### src/hdl/ftbl_ram.sv
// Generic simple dual-port RAM: one write port, one read port with registered data.
// Stand-alone; no package needed.
module ftbl_ram #(
    parameter int WIDTH = 8,
    parameter int DEPTH = 64
) (
    input  logic                     clk,
    input  logic                     we,
    input  logic [$clog2(DEPTH)-1:0] waddr,
    input  logic [WIDTH-1:0]         wdata,
    input  logic [$clog2(DEPTH)-1:0] raddr,
    output logic [WIDTH-1:0]         rdata
);

    logic [WIDTH-1:0] mem [DEPTH];
    logic [WIDTH-1:0] rdata_reg;

    always_ff @(posedge clk)
    begin
        if (we)
        begin
            mem[waddr] <= wdata;
        end
        rdata_reg <= mem[raddr];
    end

    assign rdata = rdata_reg;

endmodule

### config.mk
export PLATFORM = sky130hd
export DESIGN_NAME = ftbl_ram
export DESIGN_NICKNAME = d
export VERILOG_FILES = /design/src/hdl/ftbl_ram.sv
export SDC_FILE = /design/constraint.sdc
export NUM_CORES = 1
export LEC_CHECK = 0
export ABC_CLOCK_PERIOD_IN_PS = 1600
export BUFFER_PORTS_ARGS = -buffer_cell sky130_fd_sc_hd__buf_2
export CAP_MARGIN = 30
export CORE_MARGIN = 3
export CORE_UTILIZATION = 50
export DETAILED_ROUTE_END_ITERATION = 10
export GPL_TIMING_DRIVEN = 0
export PLACE_DENSITY = 0.75
export SYNTH_ARGS = -nofsm -noshare
export SYNTH_HDL_FRONTEND = slang
export SYNTH_SLANG_ARGS = --single-unit
### constraint.sdc
create_clock -name clk -period 1.6 [get_ports clk]
set_input_delay 0 -clock clk [delete_from_list [all_inputs] [get_ports clk]]
set_output_delay 0 -clock clk [all_outputs]
set_load 0.02 [all_outputs]
==> run summary <==
outcome: complete, but fails checks
violated checks: setup timing
Crit path buffers/inverters: 0
Root Driver: clkbuf_16
pwr dens: 1210 mW/mm^2
setup TNS: -3.76 ns
Iteration-0 DRC Markers: 1,296
ant diodes: 0
xor-xnor portion of the synthesized cell area: 0%
max FFs per register: 512
sequential share of the synthesized area: 77.0%
TritonCTS clock tree: yes
max-slew violation total from the final report: 0
DRT Pass-1 Iters: 5
FILL cells: 2,793
most frequent cells in the layout: edfxtp_1, mux4_2, nor2_2
met1 WL: 17.9 mm
Layout area overhead: 14.7%
Core Area: 0.0393 sq mm
dpl hpwl: 30.5 mm
Post-Layout Cell Count: 1,591
top sig layer: met4
number of buffers created by CTS: 50
drt via density: 6.38
Final nets: 1,055
headroom to the max-slew limit: 43.1%
CP Cell Sequence: mux4_2, mux2_4, o221a_4, nor3_4, o32ai_2
Worst-Skew Late Latency: 0.57 ns
final count of hold timing violations: 0
WP data required: 2.02 ns
mux share of post-synthesis cell area: 15.9%
CP Data Arrival Time: 2.39 ns
crit path capture type: flip-flop
number of H-tree levels: 2
Die Ht: 207 um
Tcrit/Tclk final: 124%
most common cell after layout, fill and taps aside: edfxtp_1
Die W: 207 um
Final min period: 1.98 ns
wire per inst: 29.7 um
Worst Max-Slew Pin Slew: 0.851 ns
metal3 WL: 4.90 mm
cell leakage power: 7.16 nW
post-place setup slack: -1.14 ns
initial core utilization: 51.3%
Final GP Congestion: 0.906
RSZ-0062 raised after global routing: yes
boundary pin count: 30
share of layout cells above drive strength 1: 32.7%
Overflow after GRT: 0
initial antenna violation count: 0
largest net degree at the start of global routing: 65
Max Root-Sink Buffers: 3
# DRC: 0
Syn. warnings: 0
fmax: 0.506 GHz
post-synthesis instance area: 0.0202 sq mm
R2R Setup Slk: -0.38 ns
Hold Slack: 0.0632 ns
Max stage delay cell, worst path: mux4_2
worst vdd ir: 0.000909 V
CTS Sinks: 520
post-synthesis cell count: 940
compound-cell area share of the yosys netlist: 2.07%
Yosys reg bits: 520
Tot Pwr: 27.9 mW
Post-Route Skew: 0.00877 ns
via total after detailed routing: 10.2k
final worst slack: -0.377 ns
crit-path max FO: 1
row count: 72
final count of negative-setup-slack endpoints: 38
vias in the first global route: 10.1k
CP Launch Type: flip-flop
Mapped Nets: 962
HP Class: primary input to flip-flop
Inst Count DP: 1,488
total wire length: 47.2 mm
Post-Syn Area per Cell: 21.5 sq um
GRT Resource Usage Total: 22.6%
Die ar.: 0.0428 sq mm
first-pass GRT wire length: 68.5 mm
Synth Area in Simple Gates: 3.39%
largest family of logic cells by synthesized area: multiplexers
max_cap viols: 0
WL met2: 23.0 mm
adder-cell share of the synthesized area: 0%
Crit Path Class: flip-flop to flip-flop
Largest delay share family, worst path: multiplexers
distinct cell type count after synthesis: 40
Final ANT Viol Nets: 0
largest stage delay on the critical path: 0.50 ns
port bufs: 21
clock slew at reported path FFs: 0.06 ns
power by group:
group	total, mW	internal [mW]	switching [mW]
clock	11.1	6.36	4.78
sequential	15.1	15.1	0.0296
combinational	1.68	0.630	1.05
through the flow:
step | util [%] | instance area [sq um]
final | 58.9 | 23100
after global routing | 58.9 | 23100
after CTS | 58.3 | 22900
after detailed placement | 53.8 | 21100
after global placement | 53.4 | 21000
after floorplan | - | 20200
layout make-up:
type	count	area (sq um)	area share (%)
flip-flops and latches	520	15500	67.2
multi-input cells	369	4670	20.2
clock buffers	70	1390	6.01
well taps	518	648	2.80
repair buffers	41	383	1.66
plain buffers	51	348	1.50
clock inverters	22	149	0.644
Yosys cell counts:
cell,number,area [sq um]
edfxtp_1,512,15400
mux4_2,126,2840
nor2_1,83,312
mux2i_1,23,230
nand2_1,19,71.3
clkbuf_1,17,63.8
nor2b_1,14,87.6
buf_4,13,97.6
mux2_2,13,146
nand3_1,13,65.1
buf_2,11,55.1
dfxtp_1,8,160
o221ai_1,8,70.1
o22ai_1,8,50.1
nand2b_1,7,43.8
nor3_1,7,35.0
a221oi_1,6,52.6
a211oi_1,4,30.0
buf_1,4,15.0
buf_6,4,45.0
a21oi_1,3,15.0
a22oi_1,3,22.5
nand3b_1,3,22.5
o2111ai_1,3,26.3
o2bb2ai_1,3,26.3
a2111oi_0,2,17.5
buf_12,2,40.0
nand4_1,2,12.5
nor4_1,2,12.5
o21a_1,2,15.0
o21ai_0,2,10.0
o21ai_1,2,10.0
o221a_2,2,22.5
o32ai_1,2,17.5
o41ai_1,2,17.5
a31oi_1,1,6.26
and2_1,1,6.26
nand4b_1,1,8.76
o311ai_1,1,8.76
or3_1,1,6.26
path summary, 6_finish.rpt:
check | from | to | cells past startpoint
max reg2reg | mem[21][4] | rdata[4] | 5
min | waddr[0] | mem[49][1] | 3
min reg2reg | mem[55][2] | rdata[2] | 5
max | mem[21][4] | rdata[4] | 5
logic make-up after synthesis:
kind of cell / count (synthesis)
DFF: 520
muxes: 162
and+or+nand+nor: 153
buffers and inverters: 51
AOI/OAI and AO/OA: 54
worst min-delay path, delay by kind of cell:
| kind | cells | cell delay [ns] |
|---|---|---|
| buf+inv | 1 | 0.15 |
| simple gates | 2 | 0.30 |
metal layers:
| layer | GRT usage [%] | vias to the layer above |
|---|---|---|
| li1 | - | 4122 |
| met5 | 0 | - |
| met3 | 5.11 | 110 |
| met2 | 35.9 | 595 |
| met4 | 7.49 | 0 |
| met1 | 31.6 | 5330 |
repair_timing:
action | CTS | global route
endpoints found under the setup margin | 152 | 358
setup buffers | 0 | 0
gates resized for setup | 46 | 54
hold endpoints to repair | 146 | 8
hold buffers | 8 | 1
pin swaps | 1 | 2
cloned | 0 | 0
(Power assumes the default switching activity.)
